==> src/design/fma_pkg.sv <==
// Package with types and constants of the float32 magnitude adder.
package fma_pkg;
    localparam int FRAC_BITS = 23;
    localparam int EXP_BITS  = 8;
    localparam int SIG_BITS  = FRAC_BITS + 1;
    localparam int DEPTH     = 3;

    typedef struct packed {
        logic [31:0] operand_a;
        logic [31:0] operand_b;
    } t_req;

    typedef struct packed {
        logic [31:0] sum_word;
        logic        exponent_wrapped;
    } t_res;

    // Stage 1 to stage 2: operands ordered, shift distance known.
    typedef struct packed {
        logic                sign;
        logic [EXP_BITS-1:0] exp_big;
        logic [SIG_BITS-1:0] sig_big;
        logic [SIG_BITS-1:0] sig_small;
        logic [EXP_BITS-1:0] shift_dist;
    } t_align;

    // Stage 2 to stage 3: raw sum.
    typedef struct packed {
        logic                sign;
        logic [EXP_BITS-1:0] exp_big;
        logic [SIG_BITS:0]   total;
    } t_sum;
endpackage

==> src/design/fma_align.sv <==
// Stage 1: unpack operands, pick the larger exponent and the shift distance.
module fma_align import fma_pkg::*; (
    input  logic   i_clk,
    input  logic   i_rst_n,
    input  logic   i_valid,
    input  t_req   i_req,
    output logic   o_valid,
    output t_align o_align
);
    logic [EXP_BITS-1:0] exp_a, exp_b;
    logic [SIG_BITS-1:0] sig_a, sig_b;
    logic                r_valid;
    t_align              r_align, n_align;

    always_comb begin
        exp_a = i_req.operand_a[30:23];
        exp_b = i_req.operand_b[30:23];
        sig_a = {1'b1, i_req.operand_a[FRAC_BITS-1:0]};
        sig_b = {1'b1, i_req.operand_b[FRAC_BITS-1:0]};
        n_align.sign = i_req.operand_a[31];
        if (exp_a < exp_b) begin
            n_align.exp_big    = exp_b;
            n_align.sig_big    = sig_b;
            n_align.sig_small  = sig_a;
            n_align.shift_dist = exp_b - exp_a;
        end else begin
            n_align.exp_big    = exp_a;
            n_align.sig_big    = sig_a;
            n_align.sig_small  = sig_b;
            n_align.shift_dist = exp_a - exp_b;
        end
    end

    always_ff @(posedge i_clk) begin
        if (!i_rst_n) begin
            r_valid <= 1'b0;
        end else begin
            r_valid <= i_valid;
        end
        r_align <= n_align;
    end

    assign o_valid = r_valid;
    assign o_align = r_align;
endmodule

==> src/design/fma_shift_add.sv <==
// Stage 2: align the smaller significand and add.
module fma_shift_add import fma_pkg::*; (
    input  logic   i_clk,
    input  logic   i_rst_n,
    input  logic   i_valid,
    input  t_align i_align,
    output logic   o_valid,
    output t_sum   o_sum
);
    logic [SIG_BITS-1:0] shifted;
    logic                r_valid;
    t_sum                r_sum, n_sum;

    always_comb begin
        if (i_align.shift_dist >= EXP_BITS'(SIG_BITS)) begin
            shifted = '0;
        end else begin
            shifted = i_align.sig_small >> i_align.shift_dist;
        end
        n_sum.sign    = i_align.sign;
        n_sum.exp_big = i_align.exp_big;
        n_sum.total   = {1'b0, i_align.sig_big} + {1'b0, shifted};
    end

    always_ff @(posedge i_clk) begin
        if (!i_rst_n) begin
            r_valid <= 1'b0;
        end else begin
            r_valid <= i_valid;
        end
        r_sum <= n_sum;
    end

    assign o_valid = r_valid;
    assign o_sum   = r_sum;
endmodule

==> src/design/fma_normalize.sv <==
// Stage 3: one-bit normalize on carry and pack the result word.
module fma_normalize import fma_pkg::*; (
    input  logic i_clk,
    input  logic i_rst_n,
    input  logic i_valid,
    input  t_sum i_sum,
    output logic o_valid,
    output t_res o_res
);
    logic [EXP_BITS:0]    exp_inc;
    logic [FRAC_BITS-1:0] frac;
    logic                 r_valid;
    t_res                 r_res, n_res;

    always_comb begin
        exp_inc = {1'b0, i_sum.exp_big} + (EXP_BITS+1)'(i_sum.total[SIG_BITS]);
        if (i_sum.total[SIG_BITS]) begin
            frac = i_sum.total[FRAC_BITS:1];
        end else begin
            frac = i_sum.total[FRAC_BITS-1:0];
        end
        n_res.sum_word         = {i_sum.sign, exp_inc[EXP_BITS-1:0], frac};
        n_res.exponent_wrapped = exp_inc[EXP_BITS];
    end

    always_ff @(posedge i_clk) begin
        if (!i_rst_n) begin
            r_valid <= 1'b0;
        end else begin
            r_valid <= i_valid;
        end
        r_res <= n_res;
    end

    assign o_valid = r_valid;
    assign o_res   = r_res;
endmodule

==> src/design/float32_magnitude_adder_unit.sv <==
// Top level of the float32 magnitude adder.
// Adds the magnitudes of two single-precision words, always with an implicit
// leading one, truncating alignment and a one-bit normalize; the result takes
// operand_a's sign and o_res.exponent_wrapped flags an exponent wrap past 255.
// A request is taken on any cycle with start high; busy is always low, so one
// request per cycle is accepted. Each result appears for one cycle with o_done
// high after it has passed the three register stages (align, shift and add,
// normalize) in turn. The receiver cannot stall the results.
module float32_magnitude_adder_unit import fma_pkg::*; (
    input  logic i_clk,
    input  logic i_rst_n,
    input  logic start,
    output logic busy,
    input  t_req i_req,
    output logic o_done,
    output t_res o_res
);
    logic   v1, v2;
    t_align align1;
    t_sum   sum2;

    assign busy = 1'b0;

    fma_align u_align (
        .i_clk(i_clk), .i_rst_n(i_rst_n), .i_valid(start), .i_req(i_req),
        .o_valid(v1), .o_align(align1)
    );

    fma_shift_add u_shift_add (
        .i_clk(i_clk), .i_rst_n(i_rst_n), .i_valid(v1), .i_align(align1),
        .o_valid(v2), .o_sum(sum2)
    );

    fma_normalize u_normalize (
        .i_clk(i_clk), .i_rst_n(i_rst_n), .i_valid(v2), .i_sum(sum2),
        .o_valid(o_done), .o_res(o_res)
    );
endmodule

==> config.mk <==
export PLATFORM = sky130hd
export DESIGN_NAME = float32_magnitude_adder_unit
export DESIGN_NICKNAME = d
export VERILOG_FILES = /design/src/design/fma_pkg.sv /design/src/design/fma_align.sv /design/src/design/fma_shift_add.sv /design/src/design/fma_normalize.sv /design/src/design/float32_magnitude_adder_unit.sv
export SDC_FILE = /design/constraint.sdc
export NUM_CORES = 1
export LEC_CHECK = 0
export ABC_AREA = 1
export BUFFER_PORTS_ARGS = -buffer_cell sky130_fd_sc_hd__buf_2
export CORE_AREA = 2 2 129 131
export CTS_CLUSTER_DIAMETER = 30
export DETAILED_ROUTE_END_ITERATION = 6
export DIE_AREA = 0 0 131 133
export GPL_TIMING_DRIVEN = 0
export PLACE_DENSITY = 0.73
export SLEW_MARGIN = 20
export SYNTH_ARGS = -nofsm -noshare
export SYNTH_HDL_FRONTEND = slang
export SYNTH_SLANG_ARGS = --single-unit
==> constraint.sdc <==
create_clock -name i_clk -period 6.3 [get_ports i_clk]
set_input_delay 0 -clock i_clk [delete_from_list [all_inputs] [get_ports i_clk]]
set_output_delay 0 -clock i_clk [all_outputs]
set_load 0.05 [all_outputs]
Word level (Yosys, flattened, before mapping) --
Cells that the tools add are included.
Storage, ports and cells: register bits after elaboration 135, bits in latches 0, RAM bits 0, bits in read-only memories 0, output and inout port bits 35, logic and storage cells 23, memories kept 0
Operators by class: $add $sub $neg 4, multiply operators 0, divide/modulo/power cells 0, magnitude comparators 2, equal/unequal tests 0, shift operators 1, multiplexer cells 3, bitwise gates (word level) 0, reduce and logical (&&, ||, !) cells 0
Operators with widths (count):
- 64-bit 2-to-1 mux | 1
- 24-bit by 24-bit adder with 25-bit output | 1
- 24-bit 2-to-1 mux | 1
- 24-bit by 8-bit >> shifter with 24-bit output | 1
- 23-bit 2-to-1 mux | 1
- 8-bit subtractor | 2
- 8-bit by 1-bit adder with 9-bit output | 1
- 8-bit by 5-bit greater-or-equal comparator with 1-bit output, second input constant | 1
- 8-bit less-than comparator | 1

Depth between registers and ports, before layout --
Gate-level depths: netlist of run 1.
word-level depth 3, depth in mapped cells 23, depth with buffers taken out 21

By module --
Synthesis of run 1 repeated with hierarchy kept, for this count alone.
Unflattened totals: cells, all modules 1112, area total of the unflattened synthesis 7526.0 sq um
By module, submodules not included:
- fma_shift_add | times used 1, cells an instance 592, area an instance 3490.8 sq um, sequential area each 700.7 sq um
- fma_align | times used 1, cells an instance 387, area an instance 2835.2 sq um, sequential area each 1281.2 sq um
- fma_normalize | times used 1, cells an instance 131, area an instance 1188.6 sq um, sequential area each 680.7 sq um
- float32_magnitude_adder_unit | times used 1, cells an instance 2, area an instance 11.3 sq um, sequential area each 0.0 sq um

Worst setup path after synthesis of run 1 --
No wires, ideal clock.
kind reg-to-reg, start register u_align.r_align, in the netlist u_align.o_align[1], end register u_shift_add.r_sum, in the netlist u_shift_add.o_sum[16], setup time 120 ps, arrival time 2469 ps, setup slack 3711 ps, stages on the path, launching flop included 21, period minus slack after synthesis 2589 ps, cell sequence dfxtp_1 buf_2 buf_1 nand3_1 nand3_1 nand2_1 nand2_1 nand3_1 nand2_1 inv_1 ha_1 fa_1 nand2_1 nand3_1 nand3_1 nand2_1 nand2_1 nand2_1 nand2_1 nand2_1 xor2_1
RTL lines:
- start, declared | line fma_align.sv:13 | t_align r_align, n_align;
- start signal, assigned | line fma_align.sv:40 | r_align <= n_align;
- end signal, assigned | line fma_shift_add.sv:31 | r_sum <= n_sum;
- end, declared | line fma_shift_add.sv:12 | t_sum r_sum, n_sum;

==> metrics.yaml, run 1 <==
path_cells: "buf_2 -> buf_1 -> nand3_1 -> nand3_1 -> nand2_1 -> nand2_1 -> nand3_1 -> nand2_1 -> inv_1 -> ha_1 -> fa_1 -> nand2_1 -> nand3_1 -> nand3_1 -> nand2_1 -> nand2_1 -> nand2_1 -> nand2_1 -> nand2_1 -> nand3_1 -> nand3_1"
synth_edf_count: 0
crit_type: "register to register"
first_pass_iters: 5
dpl-instance-area_sq_um: 7894
diodes: 0
grt_pass1_vias: 7155
ant_nets: 0
overflow: 0
yosys.area.top_type: "dfxtp_1"
critical-path-top-delay-family: "simple AND/OR/NAND/NOR gates"
insertion_delay_ns: 0.43
min_period_over_period_pct: 54.75
ir_worst_vdd_mv: 0.2155
ios: 102
vias: 7335
cts_tree: "yes"
syn_avg_cell_area_sq_um: 6.956
status: "completed"
critPathRequiredTime_ns: 6.57
cp_max_fo: 10
grt_pass1_wl_mm: 33.33
synth_nets: 1134
setup_tns_ns: 0
drt_iter0_markers: 591
ys_seq_elements: 133
seqCellArea_sq_um: 2663
numCtsBuffers: 17
fmax_mhz: 289.9
skew_ns: 0.006830
synth_cell_type_count: 38
drv_slew: 0
portBuffers: 99
gr-usage-all-layers_pct: 24.43
row_count: 47
cts-root-buf: "clkbuf_16"
rsz0062_at_grt: "no"
yosysWarnings: 0
cp-startpoint: "u_align.o_align[1]"
cp-end-kind: "register"
hold_viol: 0
setup_viol: 0
slowest_stage: "buf_1"
cts.reportedPaths.clkPinSlew_ns: 0.06
hpwl_mm: 14.98
die_w_um: 131
slew_headroom_pct: 61.70
syn_inst: 1024
multi_input_area_sq_um: 3879
timing.critical_path.buf_inv: 3
die_y_um: 133
syn_to_final_growth_pct: 31.16
grt_max_degree: 17
clk_path_buf_depth: 2
yosysTopAreaCellShare_pct: 37.38
worstPathArrival_ns: 3.72
worst_pin_slew_ns: 0.5746
gp_congestion: 1.002
power_density_nw_per_um2: 348.4
synthesis.area_sq_um: 7123
coreArea_sq_um: 16170
synthArstFlopShare_pct: 0
die_area_sq_um: 17420
slowest_delay_ns: 0.48
via_per_inst: 5.007
ys_top_cells_by_area: "dfxtp_1 (37%), nand2_1 (17%), nand3_1 (11%), ha_1 (7.0%), inv_1 (4.1%)"
htree_num_levels: 4
power_mw: 3.255
grt_antenna_before_repair: 0
cap_violations: 0
final_layout_size_suffix_gt1_share_pct: 13.49
wirelength_mm: 20.40
design_area_sq_um: 9343
hold_class: "input port to register"
worst_path_most_repeated_cell: "nand2_1"
min_from: "i_req[24]"
nNetsFinal: 1342
wl_per_cell_um: 13.92
min_period_ns: 3.449
r2r-start: "u_align.o_align[1]"
synth_ff_type: "dfxtp_1"
cts_sinks: 133
ys_seq_area_share_pct: 37.38
cts_resized: 0
leakagePower_nw: 4.815
n_fill_cell: 1477
initial_utilization_pct: 44.05
drc: 0
start_kind: "register"
-- per-stage QoR --
stage          instances  setup WS [ns]  hold WS [ns]  util, %
2_1_floorplan       1024          3.711       0.02772        -
3_3_place_gp        1343          2.942        0.1136    48.81
3_5_place_dp        1343          2.946        0.1144    48.81
4_1_cts             1465          2.923       0.08071    57.77
5_1_grt             1465          2.639       0.09698    57.77
6_report            1465          2.851       0.08644    57.77
-- path summary, 6_finish.rpt --
path                            to  depth (start not counted)  slack (ns)
max          u_shift_add.o_sum[24]                         21        2.85
min             u_align.o_align[1]                          5        0.09
min reg2reg  u_shift_add.o_sum[29]                          0        0.32
max reg2reg  u_shift_add.o_sum[24]                         21        2.85
-- where the power goes --
part / internal (mW) / total [mW] / switching, mW
Combinational: 0.396 / 1.25 / 0.852
Sequential: 1.03 / 1.10 / 0.0697
Clock: 0.511 / 0.905 / 0.394
Total: 1.94 / 3.26 / 1.32
-- Yosys cell counts (2+ instances only) --
cell / instances
buf_4: 13
nand2_1: 328
buf_6: 5
xnor2_1: 3
buf_1: 5
nor3_1: 6
dfxtp_1: 133
a31oi_1: 3
nand3_1: 153
clkbuf_1: 12
nor2_1: 58
o21ai_1: 2
inv_2: 4
o21ai_0: 48
o21bai_1: 2
inv_1: 77
o21a_1: 3
nand4_1: 16
fa_1: 3
a21oi_1: 57
xor2_1: 29
buf_2: 9
ha_1: 40
-- final cells by class --
class / instances / area share (%)
Tap cell: 220 / 2.946
Sequential cell: 133 / 28.50
Multi-Input combinational cell: 763 / 41.52
Buffer: 45 / 2.866
Clock buffer: 17 / 4.553
Timing Repair Buffer: 189 / 14.95
Inverter: 83 / 3.361
Clock inverter: 15 / 1.312
-- metal layers --
layer	up-vias	share of wire, %	track usage, %
li1	3757	-	-
met5	-	0	0
met1	3269	44	30.86
met4	0	4.5	12.53
met2	249	46	39.93
met3	60	4.9	3.801
-- repair_timing --
item / CTS / global route
hold buffers: 90 / 0
setup buffers: 0 / 0
hold endpoints to repair: 60 / 0
-- flip-flops by register name (all words and copies together) (netlist names) --
register,flops
u_align.o_align,63
u_normalize.o_res,33
u_normalize.o_valid,1
u_shift_add.o_sum,34
u_shift_add.o_valid,1
u_align.o_valid,1
-- kinds of logic after synthesis --
group	count (synthesis)	share of synthesized area [%]
compound gates	121	9.152
xor+xnor	32	3.935
fa+ha+maj	43	7.869
buf+inv	128	8.168
flops	133	37.38
mux	1	0.1581
other cells	1	0.05265
simple gates	565	33.29
-- cell usage in the layout, fill, tap and decap left out, types with 2 or more instances in the layout --
cell type	n
a31oi_1	3
buf_1	5
a21oi_1	57
dlygate4sd3_1	90
inv_2	4
ha_1	40
inv_6	5
nand3_1	153
inv_1	77
buf_4	13
clkinv_2	2
xor2_1	29
xnor2_1	3
nor2_1	58
clkbuf_16	17
dfxtp_1	133
buf_6	5
o21a_1	3
nand4_1	16
buf_2	108
fa_1	3
clkbuf_1	12
clkinvlp_4	3
o21ai_0	48
o21ai_1	2
nor3_1	6
clkinv_4	4
o21bai_1	2
nand2_1	328
-- worst min-delay path: stages --
cell and delay (ns):
buf_2 0.12, fa_1 0.17, inv_1 0.04, nand2_1 0.05
o21ai_0 0.07
(Power assumes the default switching activity.)
==> run 2, diff against run 1 <==
--- a/config.mk
+++ b/config.mk
@@ -12,7 +12,7 @@
 export DETAILED_ROUTE_END_ITERATION = 6
 export DIE_AREA = 0 0 131 133
 export GPL_TIMING_DRIVEN = 0
-export PLACE_DENSITY = 0.73
+export PLACE_DENSITY = 0.75
 export SLEW_MARGIN = 20
 export SYNTH_ARGS = -nofsm -noshare
 export SYNTH_HDL_FRONTEND = slang
==> constraint.sdc (replaced) <==
create_clock -name i_clk -period 3.1 [get_ports i_clk]
set_input_delay 0 -clock i_clk [delete_from_list [all_inputs] [get_ports i_clk]]
set_output_delay 0 -clock i_clk [all_outputs]
set_load 0.05 [all_outputs]
==> metrics.yaml, run 2 (synthesized netlist as in run 1, its figures left out) <==
vias: 7421  # +1.2%
ant_nets: 0  # unchanged
htree_num_levels: 4  # unchanged
syn_to_final_growth_pct: 35.75
power_mw: 6.788  # +110%
drc: 0  # unchanged
die_w_um: 131  # unchanged
setup_slack_ns: 0.1253  # -2.726 ns
drv_slew: 0  # unchanged
row_count: 47  # unchanged
power_frac_clock_pct: 27.5  # -0.3 points
first_pass_iters: 6  # +1
final_layout_size_suffix_gt1_share_pct: 18.13  # +4.6 points
ir_worst_vdd_mv: 0.4666  # +120%
r2r-start: "u_align.o_align[0]"
gp_congestion: 0.9979  # -0.41%
gr-usage-all-layers_pct: 24.24  # -0.19 points
clk_path_buf_depth: 2  # unchanged
cts_sinks: 133  # unchanged
slew_headroom_pct: 64.68  # +3.0 points
whs_path_depth: 5  # unchanged
overflow: 0  # unchanged
pre_cts_ws_ns: -0.2447  # -3.191 ns
cp_max_fo: 7  # -3
min_from: "i_req[24]"
design_area_sq_um: 9669  # +3.5%
worst_path_most_repeated_cell: "nand2_2"
cts_tree: "yes"
drt_iter0_markers: 616  # +4.2%
die_y_um: 133  # unchanged
dp_cells: 1343  # unchanged
die_area_sq_um: 17420  # unchanged
intPower_mw: 4.073  # +110%
nNetsFinal: 1349  # +0.52%
crit_type: "register to register"
dpl-instance-area_sq_um: 7894  # unchanged
grt_pass1_vias: 7083  # -1.0%
grt_max_degree: 17  # unchanged
rsz0062_at_grt: "yes"
slowest_delay_ns: 0.41  # -0.07 ns
cp-end-kind: "register"
worst_pin_slew_ns: 0.5299  # -0.04470 ns
setup_tns_ns: 0  # unchanged
via_per_inst: 5.038  # +0.62%
slowest_stage: "dfxtp_4"
status: "completed"
worstPathArrival_ns: 3.27  # -0.45 ns
portBuffers: 99  # unchanged
cap_violations: 0  # unchanged
power_density_nw_per_um2: 702.0  # +100%
min_period_over_period_pct: 95.96  # +41 points
fmax_mhz: 336.2  # +16%
skew_ns: 0.008508  # +0.001678 ns
min_to: "u_align.o_align[1]"
setup_viol: 0  # unchanged
wl_per_cell_um: 14.07  # +1.1%
wirelength_mm: 20.73  # +1.6%
hold_class: "input port to register"
initial_utilization_pct: 44.05  # unchanged
comb_power_share_pct: 39.3  # +1.0 points
hold_viol: 0  # unchanged
final_common_cell: "nand2_1"
rr_endpoint: "u_shift_add.o_sum[24]"
critPathRequiredTime_ns: 3.39  # -3.18 ns
grt_antenna_before_repair: 1  # +1
grt_pass1_wl_mm: 33.04  # -0.87%
start_kind: "register"
final_cell_mix: "nand2_1 (321), nand3_1 (132), dfxtp_1 (130)"
r2r_slack_ns: 0.13  # -2.73 ns
path_cells: "clkinvlp_4 -> buf_6 -> nand3_2 -> nand3_2 -> nand3_2 -> nand2_2 -> nand2_1 -> nand3_1 -> nand2_1 -> inv_2 -> ha_4 -> fa_2 -> nand2_1 -> nand3_1 -> nand3_1 -> nand2_2 -> nand2_1 -> nand2_2 -> nand2_2 -> nand2_2 -> nand3_1 -> nand3_2"
ios: 102  # unchanged
cts.reportedPaths.clkPinSlew_ns: 0.06  # about the same
largest_reg_flops: 63  # unchanged
min_period_ns: 2.975  # -0.4744 ns
power_frac_seq_pct: 33.2  # -0.7 points
leakagePower_nw: 4.922  # +2.2%
instances_no_fill: 1473  # +0.55%
p_sw_mw: 2.715  # +110%
sw_frac_of_total_pct: 39.99  # -0.42 points
hpwl_mm: 14.82  # -1.1%
r2r_cells: 22  # +4.8%
cts-root-buf: "clkbuf_16"
coreArea_sq_um: 16170  # unchanged
numCtsBuffers: 17  # unchanged
insertion_delay_ns: 0.43  # about the same
==> run 2: what timing repair did <==
action                                  in CTS  in global routing
hold endpoints to repair                    60                  0
endpoints found under the setup margin      10                 17
pin swaps                                    0                  5
cloned                                       0                  2
hold buffers                                89                  0
resized for setup                           12                 63
setup buffers                                0                  6
==> run 2: worst max-delay path: cells and delay by family, from the launching register on <==
| family | cells | cell delay (ns) |
|---|---|---|
| flip-flops | 1 | 0.41 |
| AND/OR/NAND/NOR | 17 | 1.38 |
| buffers and inverters | 3 | 0.48 |
| adder cells (fa/ha/maj) | 2 | 0.53 |
==> run 2: layer usage <==
metal	up-vias	routed length, um	track usage (%)
li1	3773	-	-
met1	3320	9083	30.61
met2	276	9876	40.27
met3	52	1140	4.044
met4	0	625	10.70
met5	-	0	0
==> run 2: area by class of cell <==
class | instances | area (sq um)
diodes | 1 | 2.502
plain buffers | 45 | 310.3
clock buffers | 20 | 466.7
clock inverters | 12 | 95.09
fillers | 1431 | 6502
inverters | 83 | 321.6
multi-input cells | 763 | 4061
flip-flops and latches | 133 | 2669
well taps | 220 | 275.3
repair buffers | 196 | 1468
==> run 2: through the flow <==
step,hold WS [ns],utilization (%)
2_1_floorplan,0.02772,-
3_3_place_gp,0.1131,48.81
3_5_place_dp,0.1056,48.81
4_1_cts,0.07009,57.97
5_1_grt,0.1081,59.79
6_report,0.08286,59.79
==> run 2: power by group through the flow <==
stage | Clock (mW) | Combinational (mW) | Sequential, mW
2_1_floorplan | 0 | 1.30 | 2.72
5_1_grt | 1.98 | 2.92 | 2.30
3_3_place_gp | 0 | 2.35 | 2.27
4_1_cts | 1.89 | 2.50 | 2.24
3_5_place_dp | 0 | 2.35 | 2.27
6_report | 1.87 | 2.67 | 2.25
==> run 2: worst max path at each step <==
stage                       startpoint                    end  slack [ns]  depth (start not counted)
floorplan           u_align.o_align[1]  u_shift_add.o_sum[16]        0.51                         20
global placement    u_align.o_align[1]  u_shift_add.o_sum[24]       -0.24                         21
detailed placement  u_align.o_align[1]  u_shift_add.o_sum[24]       -0.24                         21
CTS                 u_align.o_align[7]  u_shift_add.o_sum[24]        0.02                         23
global route        u_align.o_align[0]  u_shift_add.o_sum[24]       -0.02                         22
finish              u_align.o_align[0]  u_shift_add.o_sum[24]        0.13                         22
==> run 3, diff against run 2 <==
--- a/config.mk
+++ b/config.mk
@@ -7,13 +7,15 @@
 export LEC_CHECK = 0
 export ABC_AREA = 1
 export BUFFER_PORTS_ARGS = -buffer_cell sky130_fd_sc_hd__buf_2
-export CORE_AREA = 2 2 129 131
+export CAP_MARGIN = 20
+export CORE_AREA = 2 2 133 135
 export CTS_CLUSTER_DIAMETER = 30
 export DETAILED_ROUTE_END_ITERATION = 6
-export DIE_AREA = 0 0 131 133
+export DIE_AREA = 0 0 135 137
 export GPL_TIMING_DRIVEN = 0
-export PLACE_DENSITY = 0.75
+export PLACE_DENSITY = 0.74
 export SLEW_MARGIN = 20
 export SYNTH_ARGS = -nofsm -noshare
 export SYNTH_HDL_FRONTEND = slang
+export SYNTH_HIERARCHICAL = 1
 export SYNTH_SLANG_ARGS = --single-unit
==> metrics.yaml, run 3 <==
status: "completed"
yosys.area.top_type: "dfxtp_1"
syn_avg_cell_area_sq_um: 6.768  # -2.7%
wl_per_cell_um: 14.09  # +0.14%
worstPathArrival_ns: 3.23  # -0.04 ns
comb_power_share_pct: 39.7  # +0.4 points
power_density_nw_per_um2: 712.0  # +1.4%
drv_slew: 0  # unchanged
ant_nets: 0  # unchanged
critPathRequiredTime_ns: 3.41  # +0.02 ns
cap_violations: 0  # unchanged
row_count: 48  # +2.1%
grt_pass1_wl_mm: 34.56  # +4.6%
fmax_mhz: 341.7  # +1.6%
cts.reportedPaths.clkPinSlew_ns: 0.06  # about the same
final_layout_size_suffix_gt1_share_pct: 16.73  # -1.4 points
r2r-start: "u_align/o_align[6]"
synth_ff_type: "dfxtp_1"
ys_top_cells_by_area: "dfxtp_1 (35%), nand2_1 (19%), nand3_1 (11%), ha_1 (7.1%), inv_1 (5.0%)"
power_frac_seq_pct: 32.3  # -0.9 points
power_frac_clock_pct: 27.9  # +0.4 points
final_core_util_pct: 58.47  # -1.3 points
whs_path_depth: 3  # -2
insertion_delay_ns: 0.42  # about the same
pre_cts_ws_ns: -0.09354  # +0.1512 ns
vias: 7784  # +4.9%
cts-root-buf: "clkbuf_16"
min_period_ns: 2.926  # -0.04826 ns
overflow: 0  # unchanged
netlist_top_cells_count: "nand2_1 (384), nand3_1 (163), dfxtp_1 (133), inv_1 (100), nor2_1 (68)"
rsz0062_at_grt: "yes"
n_fill_cell: 1612  # +13%
skew_ns: 0.01183  # +0.003324 ns
first_pass_iters: 7  # +1
ir_worst_vdd_mv: 0.5056  # +8.4%
ios: 102  # unchanged
diodes: 0  # -1
cts_sinks: 133  # unchanged
synth_edf_count: 0  # unchanged
clk_path_buf_depth: 2  # unchanged
sw_frac_of_total_pct: 39.55  # -0.44 points
grt_antenna_before_repair: 1  # unchanged
r2r_slack_ns: 0.17  # +0.05 ns
crit_type: "register to register"
yosysTopAreaCellShare_pct: 35.38  # -2.0 points
dpl-instance-area_sq_um: 8307  # +5.2%
hold_class: "input port to register"
syn_inst: 1112  # +8.6%
portBuffers: 99  # unchanged
min_from: "i_req[24]"
via_per_inst: 4.977  # -1.2%
p_sw_mw: 2.809  # +3.5%
ys_seq_area_share_pct: 35.38  # -2.0 points
numCtsBuffers: 17  # unchanged
min_to: "u_align/o_align[57]"
setup_slack_ns: 0.1736  # +0.04826 ns
worst_pin_slew_ns: 0.5238  # -0.006085 ns
synthArstFlopShare_pct: 0  # unchanged
largest_reg_flops: 63  # unchanged
cts_tree: "yes"
setup_viol: 0  # unchanged
final_common_cell: "nand2_1"
grt_pass1_vias: 7418  # +4.7%
hold_viol: 0  # unchanged
cp-end-kind: "register"
die_y_um: 137  # +3.0%
ys_seq_elements: 133  # unchanged
die_area_sq_um: 18500  # +6.2%
yosysWarnings: 6  # +6
cp_max_fo: 5  # -2
syn_to_final_growth_pct: 32.52
final_cell_mix: "nand2_1 (382), nand3_1 (157), dfxtp_1 (131)"
coreArea_sq_um: 17060  # +5.5%
synth_most_common_cell: "nand2_1"
leakagePower_nw: 5.171  # +5.1%
drc: 0  # unchanged
whs_ns: 0.01176  # -0.07111 ns
instances_no_fill: 1564  # +6.2%
drt_iter0_markers: 585  # -5.0%
initial_utilization_pct: 44.12  # +0.078 points
synth_cell_type_count: 36  # -5.3%
die_w_um: 135  # +3.1%
design_area_sq_um: 9973  # +3.1%
synthesis.area_sq_um: 7526  # +5.7%
nNetsFinal: 1439  # +6.7%
slew_headroom_pct: 65.08  # +0.41 points
htree_num_levels: 4  # unchanged
r2r_cells: 18  # -18%
gp_congestion: 0.9613  # -3.7%
rr_endpoint: "u_shift_add/o_sum[16]"
wirelength_mm: 22.04  # +6.3%
min_period_over_period_pct: 94.40  # -1.6 points
dp_cells: 1437  # +7.0%
start_kind: "register"
grt_max_degree: 17  # unchanged
hpwl_mm: 16.31  # +10%
intPower_mw: 4.292  # +5.4%
gr-usage-all-layers_pct: 24.09  # -0.14 points
run 3: cell count changes after synthesis, sizes merged, moves of 3 or more:
cell	delta
inv	+22
nor2	+14
a31oi	-3
xor2	-10
ha	+3
nand2	+58
nand3	+12
run 3: cell type report:
| class | instances | area, sq um | area share (%) |
|---|---|---|---|
| inverter | 105 | 397.9 | 3.989 |
| multi-input combinational | 832 | 4284 | 42.96 |
| tap | 225 | 281.5 | 2.823 |
| sequential | 133 | 2668 | 26.75 |
| clock buffer | 21 | 470.5 | 4.717 |
| clock inverter | 11 | 126.4 | 1.267 |
| timing repair buffer | 193 | 1419 | 14.23 |
| buffer | 44 | 326.6 | 3.274 |
run 3: worst max-delay path, cell delays in order (launching register included):
cell,delay [ns]
dfxtp_1,0.46
nor2_4,0.12
buf_4,0.17
nand3_1,0.09
nand3_1,0.11
nand3_1,0.10
nand2_1,0.10
nand2_1,0.07
nand3_1,0.09
nand2_1,0.08
inv_1,0.04
ha_1,0.21
fa_2,0.39
nand2_1,0.11
nand3_1,0.08
and3_1,0.16
o21ai_0,0.19
nand2_1,0.09
xor2_1,0.14
run 3: layer usage:
layer  part of all wire (%)  vias up  GRT usage [%]
li1                       -     3999              -
met1                     43     3478          28.85
met2                     48      252          41.20
met3                    5.2       53          4.333
met4                    3.6        2          12.79
met5                  0.077        -              0
run 3: cell families after synthesis:
| logic type | Yosys count | share of synthesized area (%) |
|---|---|---|
| and+or+nand+nor | 646 | 36.21 |
| buffers and inverters | 149 | 9.376 |
| DFF | 133 | 35.38 |
| AOI/OAI and AO/OA | 111 | 7.997 |
| adders and majority gates | 46 | 7.947 |
| xor gates and xnor gates | 24 | 2.793 |
| other | 2 | 0.09979 |
| muxes | 1 | 0.1994 |
run 3: worst max path at each step:
stage / start / end / slack [ns] / cells after the start
after floorplan: u_align/o_align[0] / u_shift_add/o_sum[16] / 0.60 / 18
after global placement: u_align/o_align[1] / u_shift_add/o_sum[12] / -0.12 / 15
after detailed placement: u_align/o_align[1] / u_shift_add/o_sum[16] / -0.09 / 16
after CTS: u_align/o_align[7] / u_shift_add/o_sum[24] / 0.01 / 18
after global routing: u_align/o_align[6] / u_shift_add/o_sum[17] / -0.01 / 16
final: u_align/o_align[6] / u_shift_add/o_sum[16] / 0.17 / 18
run 3: power by group through the flow:
stage	clock, mW	combinational, mW	sequential [mW]
4_1_cts	2.02	2.68	2.29
2_1_floorplan	0	1.41	2.79
6_report	1.98	2.82	2.30
3_3_place_gp	0	2.53	2.31
3_5_place_dp	0	2.54	2.32
5_1_grt	2.10	3.09	2.33
run 3: stage by stage:
stage               setup TNS [ns]  power, mW
CTS                              0      6.988
global placement           -0.4291      4.838
detailed placement         -0.3545      4.860
floorplan                        0      4.201
finish                           0      7.101
global route              -0.01408      7.520
run 3: what timing repair did:
| action | in CTS | in global routing |
|---|---|---|
| endpoints found under the setup margin | 11 | 18 |
| resized for setup | 4 | 44 |
| pin swaps | 0 | 3 |
| hold buffers | 88 | 0 |
| hold endpoints to repair | 59 | 0 |
| setup buffers | 0 | 4 |
| gates cloned | 0 | 3 |
